==> config.mk <==
export PLATFORM = sky130hd
export DESIGN_NAME = iterative_integer_alu
export DESIGN_NICKNAME = d
export VERILOG_FILES = /design/src/hw/rtl/iia_pkg.sv /design/src/hw/rtl/iterative_integer_alu.sv /design/src/hw/rtl/iia_datapath.sv /design/src/hw/rtl/iia_controller.sv
export VERILOG_INCLUDE_DIRS = /design/src /design/src/hw/rtl
export SDC_FILE = /design/constraint.sdc
export NUM_CORES = 1
export LEC_CHECK = 0
export BUFFER_PORTS_ARGS = -buffer_cell sky130_fd_sc_hd__buf_2
export CORE_UTILIZATION = 38
export CTS_BUF_LIST = sky130_fd_sc_hd__clkbuf_8
export CTS_CLUSTER_SIZE = 10
export DETAILED_ROUTE_END_ITERATION = 10
export GPL_TIMING_DRIVEN = 1
export PLACE_DENSITY = 0.51
export SLEW_MARGIN = 0
export SYNTH_ARGS = -nofsm -noshare
export SYNTH_HDL_FRONTEND = slang
export SYNTH_SLANG_ARGS = --single-unit
==> constraint.sdc <==
create_clock -name clk -period 12.8 [get_ports clk]
set_clock_uncertainty 0.15 [all_clocks]
set_input_delay 0.64 -clock clk [delete_from_list [all_inputs] [get_ports clk]]
set_output_delay 0.64 -clock clk [all_outputs]
set_load 0.1 [all_outputs]
==> src/hw/rtl/iterative_integer_alu_defines.svh <==
// Assertion macros for the iterative integer ALU.
// Used by modules that carry concurrent checks; expects clk and rst_n in scope.
`ifndef ITERATIVE_INTEGER_ALU_DEFINES_SVH
`define ITERATIVE_INTEGER_ALU_DEFINES_SVH

// Plain condition checked every cycle outside reset.
`define IIA_ASSERT_NOW(name, cond, msg) \
    name: assert property (@(posedge clk) disable iff (!rst_n) cond) else $error(msg);

// Trigger in one cycle, consequence in the next.
`define IIA_ASSERT_NEXT(name, trig, cons, msg) \
    name: assert property (@(posedge clk) disable iff (!rst_n) trig |=> cons) else $error(msg);

`endif

==> src/hw/rtl/iia_pkg.sv <==
// Shared types and constants for the iterative integer ALU.
// No dependencies; used by controller, datapath and top level.
package iia_pkg;

    localparam int DATA_WIDTH = 32;
    localparam int CNT_W      = $clog2(DATA_WIDTH);

    localparam logic [CNT_W-1:0]      CNT_LAST = CNT_W'(DATA_WIDTH - 1);
    localparam logic [DATA_WIDTH-1:0] INT_MIN  = {1'b1, {(DATA_WIDTH-1){1'b0}}};
    localparam logic [DATA_WIDTH-1:0] INT_MAX  = {1'b0, {(DATA_WIDTH-1){1'b1}}};

    typedef enum logic [1:0] {
        MODE_ADD = 2'd0,
        MODE_SUB = 2'd1,
        MODE_MUL = 2'd2,
        MODE_DIV = 2'd3
    } alu_mode_t;

    typedef struct packed {
        alu_mode_t                     mode;
        logic signed [DATA_WIDTH-1:0]  operand_a;
        logic signed [DATA_WIDTH-1:0]  operand_b;
    } alu_req_t;

    typedef struct packed {
        logic signed [DATA_WIDTH-1:0]  result;
        logic                          div_by_zero;
    } alu_rsp_t;

    typedef enum logic [1:0] {
        ST_IDLE,
        ST_RUN,
        ST_FIX
    } ctl_state_t;

    typedef struct packed {
        logic load;       // capture a new beat
        logic step;       // one multiply or divide iteration
        logic write_out;  // final fix-up into the output register
    } dp_cmd_t;

    typedef struct packed {
        logic iter_op;    // latched op needs the iteration loop
        logic cnt_last;   // current iteration is the last one
    } dp_status_t;

endpackage

==> src/hw/rtl/iterative_integer_alu.sv <==
// Iterative integer ALU: add, subtract, shift-add multiply and restoring divide.
// Depends on iia_pkg, iia_controller and iia_datapath.
//
// Usage:
//   Request channel (req_valid, req_stall, req) carries mode and two signed
//   32-bit operands; a beat is taken when req_valid is high and req_stall low.
//   Response channel (rsp_valid, rsp_stall, rsp) carries the signed result and
//   the divide-by-zero flag; one response beat per request beat, in order.
//   Sequence: add and subtract go from load through the run state to the
//   fix-up; multiply and divide load, run 32 iterations of the shared
//   shift-add / shift-subtract step, then fix up. The response is
//   valid the cycle after the fix-up. A new request is taken the cycle after
//   the fix-up, so a new request waits until the previous one is through.
//   Divide by zero returns 0 with div_by_zero set; most negative divided by
//   minus one returns the most positive value.
//   A stalled response holds in the output register; the next request is
//   still taken and worked on, and waits in the fix-up state until the output
//   register frees up.
//   Reset (rst_n low, asynchronous) returns to idle and drops rsp_valid.
module iterative_integer_alu (
    input  logic              clk,
    input  logic              rst_n,
    input  logic              req_valid,
    output logic              req_stall,
    input  iia_pkg::alu_req_t req,
    output logic              rsp_valid,
    input  logic              rsp_stall,
    output iia_pkg::alu_rsp_t rsp
);

    iia_pkg::dp_cmd_t    cmd;
    iia_pkg::dp_status_t status;

    iia_controller u_ctl (
        .clk       (clk),
        .rst_n     (rst_n),
        .req_valid (req_valid),
        .req_stall (req_stall),
        .rsp_valid (rsp_valid),
        .rsp_stall (rsp_stall),
        .status    (status),
        .cmd       (cmd)
    );

    iia_datapath u_dp (
        .clk    (clk),
        .req    (req),
        .cmd    (cmd),
        .status (status),
        .rsp    (rsp)
    );

endmodule

==> src/hw/rtl/iia_datapath.sv <==
// Datapath of the iterative integer ALU: operand registers, shift-add
// multiplier, restoring divider and result register. Depends on iia_pkg.
module iia_datapath (
    input  logic                clk,
    input  iia_pkg::alu_req_t   req,
    input  iia_pkg::dp_cmd_t    cmd,
    output iia_pkg::dp_status_t status,
    output iia_pkg::alu_rsp_t   rsp
);

    localparam int W = iia_pkg::DATA_WIDTH;

    iia_pkg::alu_mode_t       mode_reg;
    logic [W-1:0]             a_reg;
    logic [W-1:0]             b_reg;
    logic [W-1:0]             acc_reg, acc_next;
    logic [W-1:0]             mcand_reg, mcand_next;   // multiplicand, or divisor magnitude
    logic [W-1:0]             shf_reg, shf_next;       // multiplier, or dividend/quotient
    logic [W-1:0]             rem_reg, rem_next;
    logic [iia_pkg::CNT_W-1:0] cnt_reg, cnt_next;
    logic                     neg_reg, neg_next;
    iia_pkg::alu_rsp_t        rsp_reg, rsp_next;

    logic [W-1:0] a_in, b_in, a_mag, b_mag;
    logic [W:0]   rem_sh, den_ext, diff;
    logic         ge;
    logic [W-1:0] res_fix;
    logic         dz_fix;

    always_comb
    begin
        a_in  = req.operand_a;
        b_in  = req.operand_b;
        a_mag = a_in[W-1] ? (~a_in + 1'b1) : a_in;
        b_mag = b_in[W-1] ? (~b_in + 1'b1) : b_in;

        rem_sh  = {rem_reg, shf_reg[W-1]};
        den_ext = {1'b0, mcand_reg};
        diff    = rem_sh - den_ext;
        ge      = (rem_sh >= den_ext);

        acc_next   = acc_reg;
        mcand_next = mcand_reg;
        shf_next   = shf_reg;
        rem_next   = rem_reg;
        cnt_next   = cnt_reg;
        neg_next   = neg_reg;

        if (cmd.load)
        begin
            acc_next   = '0;
            rem_next   = '0;
            cnt_next   = '0;
            neg_next   = a_in[W-1] ^ b_in[W-1];
            mcand_next = (req.mode == iia_pkg::MODE_DIV) ? b_mag : a_in;
            shf_next   = (req.mode == iia_pkg::MODE_DIV) ? a_mag : b_in;
        end
        else if (cmd.step)
        begin
            cnt_next = cnt_reg + 1'b1;
            if (mode_reg == iia_pkg::MODE_MUL)
            begin
                acc_next   = acc_reg + (shf_reg[0] ? mcand_reg : '0);
                mcand_next = {mcand_reg[W-2:0], 1'b0};
                shf_next   = {1'b0, shf_reg[W-1:1]};
            end
            else
            begin
                // remainder stays below the divisor, so W bits hold it
                rem_next = ge ? diff[W-1:0] : rem_sh[W-1:0];
                shf_next = {shf_reg[W-2:0], ge};
            end
        end

        dz_fix = 1'b0;
        case (mode_reg)
            iia_pkg::MODE_ADD: res_fix = a_reg + b_reg;
            iia_pkg::MODE_SUB: res_fix = a_reg - b_reg;
            iia_pkg::MODE_MUL: res_fix = acc_reg;
            iia_pkg::MODE_DIV:
            begin
                if (b_reg == '0)
                begin
                    res_fix = '0;
                    dz_fix  = 1'b1;
                end
                else if (a_reg == iia_pkg::INT_MIN && b_reg == '1)
                    res_fix = iia_pkg::INT_MAX;
                else
                    res_fix = neg_reg ? (~shf_reg + 1'b1) : shf_reg;
            end
            default: res_fix = '0;
        endcase

        rsp_next = rsp_reg;
        if (cmd.write_out)
        begin
            rsp_next.result      = res_fix;
            rsp_next.div_by_zero = dz_fix;
        end

        status.iter_op  = (mode_reg == iia_pkg::MODE_MUL) || (mode_reg == iia_pkg::MODE_DIV);
        status.cnt_last = (cnt_reg == iia_pkg::CNT_LAST);
    end

    always_ff @(posedge clk)
    begin
        if (cmd.load)
        begin
            mode_reg <= req.mode;
            a_reg    <= req.operand_a;
            b_reg    <= req.operand_b;
        end
        acc_reg   <= acc_next;
        mcand_reg <= mcand_next;
        shf_reg   <= shf_next;
        rem_reg   <= rem_next;
        cnt_reg   <= cnt_next;
        neg_reg   <= neg_next;
        rsp_reg   <= rsp_next;
    end

    assign rsp = rsp_reg;

endmodule

==> src/hw/rtl/iia_controller.sv <==
// Controller of the iterative integer ALU: sequencing FSM and output valid.
// Depends on iia_pkg and iterative_integer_alu_defines.svh.
`include "iterative_integer_alu_defines.svh"

module iia_controller (
    input  logic                clk,
    input  logic                rst_n,
    input  logic                req_valid,
    output logic                req_stall,
    output logic                rsp_valid,
    input  logic                rsp_stall,
    input  iia_pkg::dp_status_t status,
    output iia_pkg::dp_cmd_t    cmd
);

    iia_pkg::ctl_state_t state_reg, state_next;
    logic                rsp_valid_reg, rsp_valid_next;
    logic                out_free;

    always_ff @(posedge clk or negedge rst_n)
    begin
        if (!rst_n)
        begin
            state_reg     <= iia_pkg::ST_IDLE;
            rsp_valid_reg <= 1'b0;
        end
        else
        begin
            state_reg     <= state_next;
            rsp_valid_reg <= rsp_valid_next;
        end
    end

    always_comb
    begin
        out_free      = !rsp_valid_reg || !rsp_stall;
        state_next    = state_reg;
        cmd.load      = 1'b0;
        cmd.step      = 1'b0;
        cmd.write_out = 1'b0;
        req_stall     = 1'b1;

        case (state_reg)
            iia_pkg::ST_IDLE:
            begin
                req_stall = 1'b0;
                if (req_valid)
                begin
                    cmd.load   = 1'b1;
                    state_next = iia_pkg::ST_RUN;
                end
            end
            iia_pkg::ST_RUN:
            begin
                if (!status.iter_op)
                    state_next = iia_pkg::ST_FIX;
                else
                begin
                    cmd.step = 1'b1;
                    if (status.cnt_last)
                        state_next = iia_pkg::ST_FIX;
                end
            end
            iia_pkg::ST_FIX:
            begin
                // wait here while the previous result is still held
                if (out_free)
                begin
                    cmd.write_out = 1'b1;
                    state_next    = iia_pkg::ST_IDLE;
                end
            end
            default: state_next = iia_pkg::ST_IDLE;
        endcase

        if (cmd.write_out)
            rsp_valid_next = 1'b1;
        else if (rsp_valid_reg && !rsp_stall)
            rsp_valid_next = 1'b0;
        else
            rsp_valid_next = rsp_valid_reg;
    end

    assign rsp_valid = rsp_valid_reg;

    `IIA_ASSERT_NEXT(a_accept_runs, (req_valid && !req_stall), (state_reg == iia_pkg::ST_RUN), "accepted beat did not start the loop")
    `IIA_ASSERT_NOW(a_write_free, (!cmd.write_out || !rsp_valid_reg || !rsp_stall), "result register overwritten while stalled")
    `IIA_ASSERT_NEXT(a_last_step, (cmd.step && status.cnt_last), (state_reg == iia_pkg::ST_FIX), "loop ran past its last iteration")
    `IIA_ASSERT_NEXT(a_taken_clears, (rsp_valid_reg && !rsp_stall && !cmd.write_out), (!rsp_valid_reg), "result beat repeated")

endmodule

Yosys cells after proc, flatten, opt, wreduce, memory -nomap -nowiden
Cells that the tools add are included.

Output and inout port bits: 35. Bits of input ports: 70. Flip-flop bits (word level): 236. Logic and storage cells: 86.

$add $sub $neg: 8. Bitwise operators: 5. Multiplexer cells: 31. Magnitude comparators: 1. Equal/unequal tests: 12. Reduce and logical (&&, ||, !) cells: 16.

Operators with widths (count): $mux 32 (15); $pmux 32 s4 (1); $add 32x1->32 const B (3); $not 32->32 (3); $add 32x32->32 (2); $eq 32x32->1 const B (2); $sub 32x32->32 (2); $ge 33x32->1 (1); $logic_not 32->1 (1); $mux 1 (10); $eq 2x2->1 const B (4); $mux 2 (4); $pmux 2 s3 (1); $reduce_and 2->1 (3); $reduce_bool 2->1 (3); $add 5x1->5 const B (1); $eq 5x5->1 const B (1); $eq 2x1->1 const B (2); $logic_not 2->1 (2); $ne 3x3->1 const B (1); $reduce_and 3->1 (1); $logic_and 1x1->1 (2); $logic_not 1->1 (2); $logic_or 1x1->1 (2); 4 further kinds (4).

Logic depth before layout (Yosys ltp)
Depth after elaboration: 6. Gate-level depth with buffers: 17. Depth with buffers taken out: 17.

Modules after synthesis
From an unflattened synthesis, not the netlist that was laid out.

Cells, all modules: 2119. Area, all modules: 18252.5 um2.

Modules (own cells, without submodules): iia_datapath (sequential area each 6306.0 um2, area an instance 18094.9 um2, cells each 2103, instances 1); iia_controller (sequential area each 75.1 um2, area an instance 157.7 um2, cells each 16, instances 1).

Worst setup path after synthesis
No wires, ideal clock.

Path type: reg2reg. Start point: register u_dp.b_reg[6]. End point: register u_dp.rsp_reg (netlist bit u_dp.rsp[30]) (data pin). Stages on the path, launching flop included: 15. Period minus slack after synthesis: 4423 ps. Arrival: 4002 ps. Slack: 8377 ps. Cell sequence: edfxtp_1 or4_1 o31ai_1 a21boi_1 xor2_1 ha_1 or2_2 a21oi_1 a21oi_1 nor4bb_1 o21ai_0 a21oi_1 nand2_1 a2111oi_0 nor3_1.

Longest elaborated chain between the ends: 5.

Ends and longest elaborated chain: start, declared (RTL line iia_datapath.sv:15) `logic [W-1:0] b_reg;`; start signal, assigned (RTL line iia_datapath.sv:112) `b_reg <= req.operand_b;`; branches (longest 4 deep; another with $sub 32x32->32); $pmux 32 s4 (*) (RTL line iia_datapath.sv:76) `case (mode_reg)`; net u_dp.res_fix[29] (RTL line iia_datapath.sv:27) `logic [W-1:0] res_fix;`; end signal, assigned (RTL line iia_datapath.sv:120) `rsp_reg <= rsp_next;`; end, declared (RTL line iia_datapath.sv:22) `iia_pkg::alu_rsp_t rsp_reg, rsp_next;`.

Mark *: on every way through the listed nets, which the timed path passes. A chain may end at the register's enable or synchronous reset.

Worst setup path in the final report
Start point: register u_dp.mode_reg[0]. End point: register u_dp.rsp_reg (netlist bit u_dp.rsp[30]) (data pin).

Longest elaborated chain between the ends: 2.

Ends and longest elaborated chain: start, declared (RTL line iia_datapath.sv:13) `iia_pkg::alu_mode_t mode_reg;`; start signal, assigned (RTL line iia_datapath.sv:110) `mode_reg <= req.mode;`; $eq 2x2->1, or another cell as far along (RTL line iia_datapath.sv:76); $pmux 32 s4 (*) (RTL line iia_datapath.sv:76); net u_dp.res_fix[29] (RTL line iia_datapath.sv:27).

Mark *: on every way through the listed nets, which the timed path passes. The rest lies on a longest branch.

==> impl_summary.md <==
Routing
The DRC violation total after the first TritonRoute iteration is 1620. In the routed layout, each cell is associated on average with a via count of 5.932. The routed length per placed instance is 24.01 um. The total wirelength of the detailed-routed design is 67310 um.

The length of the first detailed-routing pass in iterations is 5. The detailed-route via count is 16630. The post-route antenna net violation count is 0. In the routed design, unresolved DRC markers number 0.

Setup path
The buffer and inverter count on the worst path is 1. Broken down by cell family, the worst path's largest delay share belongs to compound AO/OA/AOI/OAI gates. Data on the critical path arrives at its endpoint at 5620 ps. The delay contributed by the slowest stage of the critical path is 800 ps. The kind of launch point of the worst setup path is a register.

The critical path in this run is classified as reg -> reg. The data required time of the worst path is 13000 ps. Walking the worst path, the cells encountered are inv_1, nor2_1, nor2_1, xnor2_1, ha_1, o21a_1, o31a_1, o21ai_0, nor4bb_1, o21ai_0, a21oi_1, nand2_1, a2111oi_0, nor3_1. The flop-to-flop setup slack is 7390 ps. Along the worst path, the maximum fanout reaches 21.

STA classifies the critical path endpoint as a register. The slowest cell on the critical path is sky130_fd_sc_hd__edfxtp_1.

Clock network
For the worst-skew pair, the clock arrives at the later sink with an insertion delay of 630 ps. The clock slew seen by the registers of the worst setup and hold paths is 70 ps. For this design, the sink count on the clock tree is 236. The post-CTS resize count is 0.

The CTS H-tree depth is 2. The clock tree root driver cell is sky130_fd_sc_hd__clkbuf_8. No sink is reached through more buffers than the 3 on the longest clock path.

The post-CTS setup buffer count is 0. TritonCTS built the clock tree. Buffers inserted during clock tree synthesis total 46.

Layout
The area used by multi-input combinational logic is 0.01072 mm^2. Registers take 0.006381 mm^2. Counting the fill cells in the layout gives 4691.

The flip-flop count of the largest register, all copies and words added is 33. 0 antenna diodes ended up in the layout. The area added between synthesis and finish is 11.46%. After routing the design area is 0.01980 mm^2. The fraction of final layout cells with drive strength greater than 1 is 0.1021. The final-stage net count is 2340.

Global route
After global routing the overflow that remains totals 0. The largest net degree at the start of global routing is 122. The number of global-route vias before repair is 15320. For this run, the total global-route usage over all layers was measured as 0.2789. The initial antenna violation count is 2. The first global-routing pass estimated 98120 um of wire.

Floorplanning
In this run the core area contains 78 standard-cell rows. The vertical die dimension is 218.2 um. The initial standard-cell utilization of the core is 0.3882. The die area is 0.04762 mm^2. The I/O pin count is 105. The area of the core is 0.04577 mm^2. Measured along the x axis, the die boundary spans 218.2 um.

Placement
At the end of routability-driven placement, the weighted congestion stood at 0.9374. Port buffering added 104 buffers. The wire-length estimate of the detail-placed layout is 52580 um. Summing all placed instances gives a cell area of 0.01880 mm^2.

Yosys
The register area share after synthesis is 0.3592. The post-synthesis cell count is 2097. Among all flip-flop cells after synthesis, the most frequent one is sky130_fd_sc_hd__edfxtp_1. The synthesized area per cell is 8.473 um^2. Counting every net in the synthesized netlist gives 2271.

sky130_fd_sc_hd__edfxtp_1 takes more of the synthesized area than any other cell. Ranked by total cell area, the synthesized netlist is headed by sky130_fd_sc_hd__edfxtp_1 28%, sky130_fd_sc_hd__dfxtp_1 7.8%, sky130_fd_sc_hd__ha_1 7.1%. Yosys printed 0 warnings. In the synthesized netlist, the cells that appear most often are 273 x sky130_fd_sc_hd__nand2_1, 192 x sky130_fd_sc_hd__o21ai_0, 171 x sky130_fd_sc_hd__a21oi_1, 164 x sky130_fd_sc_hd__edfxtp_1, 146 x sky130_fd_sc_hd__nor2_1. Counting flops and latches in the post-synthesis netlist gives 236. The post-synthesis async set-or-reset flop share is 0.01271.

After synthesis the cells add up to 0.01777 mm^2. Yosys instantiated no cell more often than sky130_fd_sc_hd__nand2_1. The count of different cell masters after synthesis is 78.

The share of synthesized area in the top cell type comes to 0.2772. In this run, synthesis inferred 164 flip-flops with an integrated enable.

Status
The flow ran to the end, and the final reports show no timing, DRC or antenna violations.

STA
The slew of the pin with the lowest slew margin is 1126 ps. Timing would allow up to 184.7 MHz. In the final timing run, aggregate negative setup slack is 0 ps.

The number of max-slew violations in the final report is 0. The hold violation count in the final report is 0. Setup repair after global routing left no endpoint under its margin. Setup violations remaining at the end of the flow were counted as 0. The worst pin sits at a relative slew slack of 0.2490.

The final period demand of the worst path is 5414 ps. In the finished design, the share of the clock period the worst path needs comes to 0.4229.

Power and ir drop
The maximum vdd ir drop is 192.0 uV. Power spread over the standard cell area amounts to 256.2 mW/mm^2. The cell leakage power is 7.943 nW.

The completed layout was analyzed and its total power is 5.073 mW.

Min path
The worst hold-check path type is in -> reg.

Flow run
Across the run, the number of max-cap violations was 0.
## logic make-up (layout without fill, tap and decap cells)
logic type	Yosys count	after routing	synth area share
xor+xnor	182	182	0.08972
simple gates	687	687	0.1835
flops	236	236	0.3592
fa+ha+maj	104	104	0.07451
compound gates	684	684	0.2417
buf+inv	183	289	0.03958
mux	21	21	0.01183
## area by class of cell
| cell class | count | area share |
|---|---|---|
| Multi-Input combinational cell | 1678 | 0.5413 |
| Sequential cell | 236 | 0.3222 |
| Tap cell | 600 | 0.03791 |
| Clock buffer | 51 | 0.03544 |
| Timing Repair Buffer | 120 | 0.03247 |
| Inverter | 84 | 0.01605 |
| Clock inverter | 34 | 0.01466 |
## report_power, final
group          total (mW)  leakage (nW)  internal (mW)  switching, mW
sequential           1.46          2.15           1.19          0.279
combinational        2.77          5.25          0.920           1.85
clock               0.837         0.541          0.471          0.366
## metrics by stage
step	utilization	setup slack, ps	hold slack (ps)	cells
after floorplan	-	8377	194.4	2097
final	0.4327	7386	99.23	2803
after CTS	0.4327	7426	57.38	2803
after global routing	0.4327	6946	75.80	2803
after global placement	0.4108	7490	286.1	2717
after detailed placement	0.4108	7462	287.9	2717
## repair_timing
| item | in CTS | in global routing |
|---|---|---|
| endpoints found under the setup margin | 0 | 0 |
| endpoints found under the hold margin | 3 | 0 |
| hold buffers | 1 | 0 |
## per-layer routing
| metal | vias to the layer above | share of wire | GRT usage | wire (um) |
|---|---|---|---|---|
| met5 | - | 0.00019 | 0 | 13 |
| met3 | 107 | 0.066 | 0.04523 | 4420 |
| li1 | 7871 | - | - | - |
| met1 | 8075 | 0.46 | 0.3975 | 31270 |
| met4 | 2 | 0.036 | 0.1072 | 2410 |
| met2 | 572 | 0.43 | 0.4188 | 29200 |
## final timing paths
path | from | endpoint | cells after the start
max in group asynchronous | rst_n | u_ctl.rsp_valid$_DFFE_PN0P_ | 2
setup / recovery | u_dp.mode_reg[0]$_DFFE_PP_ | u_dp.rsp[30]$_DFFE_PP_ | 14
setup reg to reg | u_dp.mode_reg[0]$_DFFE_PP_ | u_dp.rsp[30]$_DFFE_PP_ | 14
hold reg to reg | u_dp.cnt_reg[4]$_SDFFE_PP0P_ | u_dp.cnt_reg[4]$_SDFFE_PP0P_ | 2
hold / removal | req[65] | u_dp.mode_reg[1]$_DFFE_PP_ | 1
min in group asynchronous | rst_n | u_ctl.state_reg[1]$_DFFE_PN0P_ | 2
## layout by cell type, fill, tap and decap left out, drive strengths merged, types with 16 or more instances in the layout
cell,count
nand2,273
o21ai,192
a21oi,171
edfxtp,164
nor2,146
buf,119
xor2,108
ha,101
inv,92
xnor2,74
dfxtp,69
a21o,52
clkbuf,51
a211oi,44
o31ai,43
nand3,43
a31oi,40
nor3,36
or3,32
nor2b,22
nand4,21
mux2i,21
o21a,20
or4,20
clkinv,19
nor4,17
o211ai,17
nand2b,16
(Power assumes the default switching activity.)
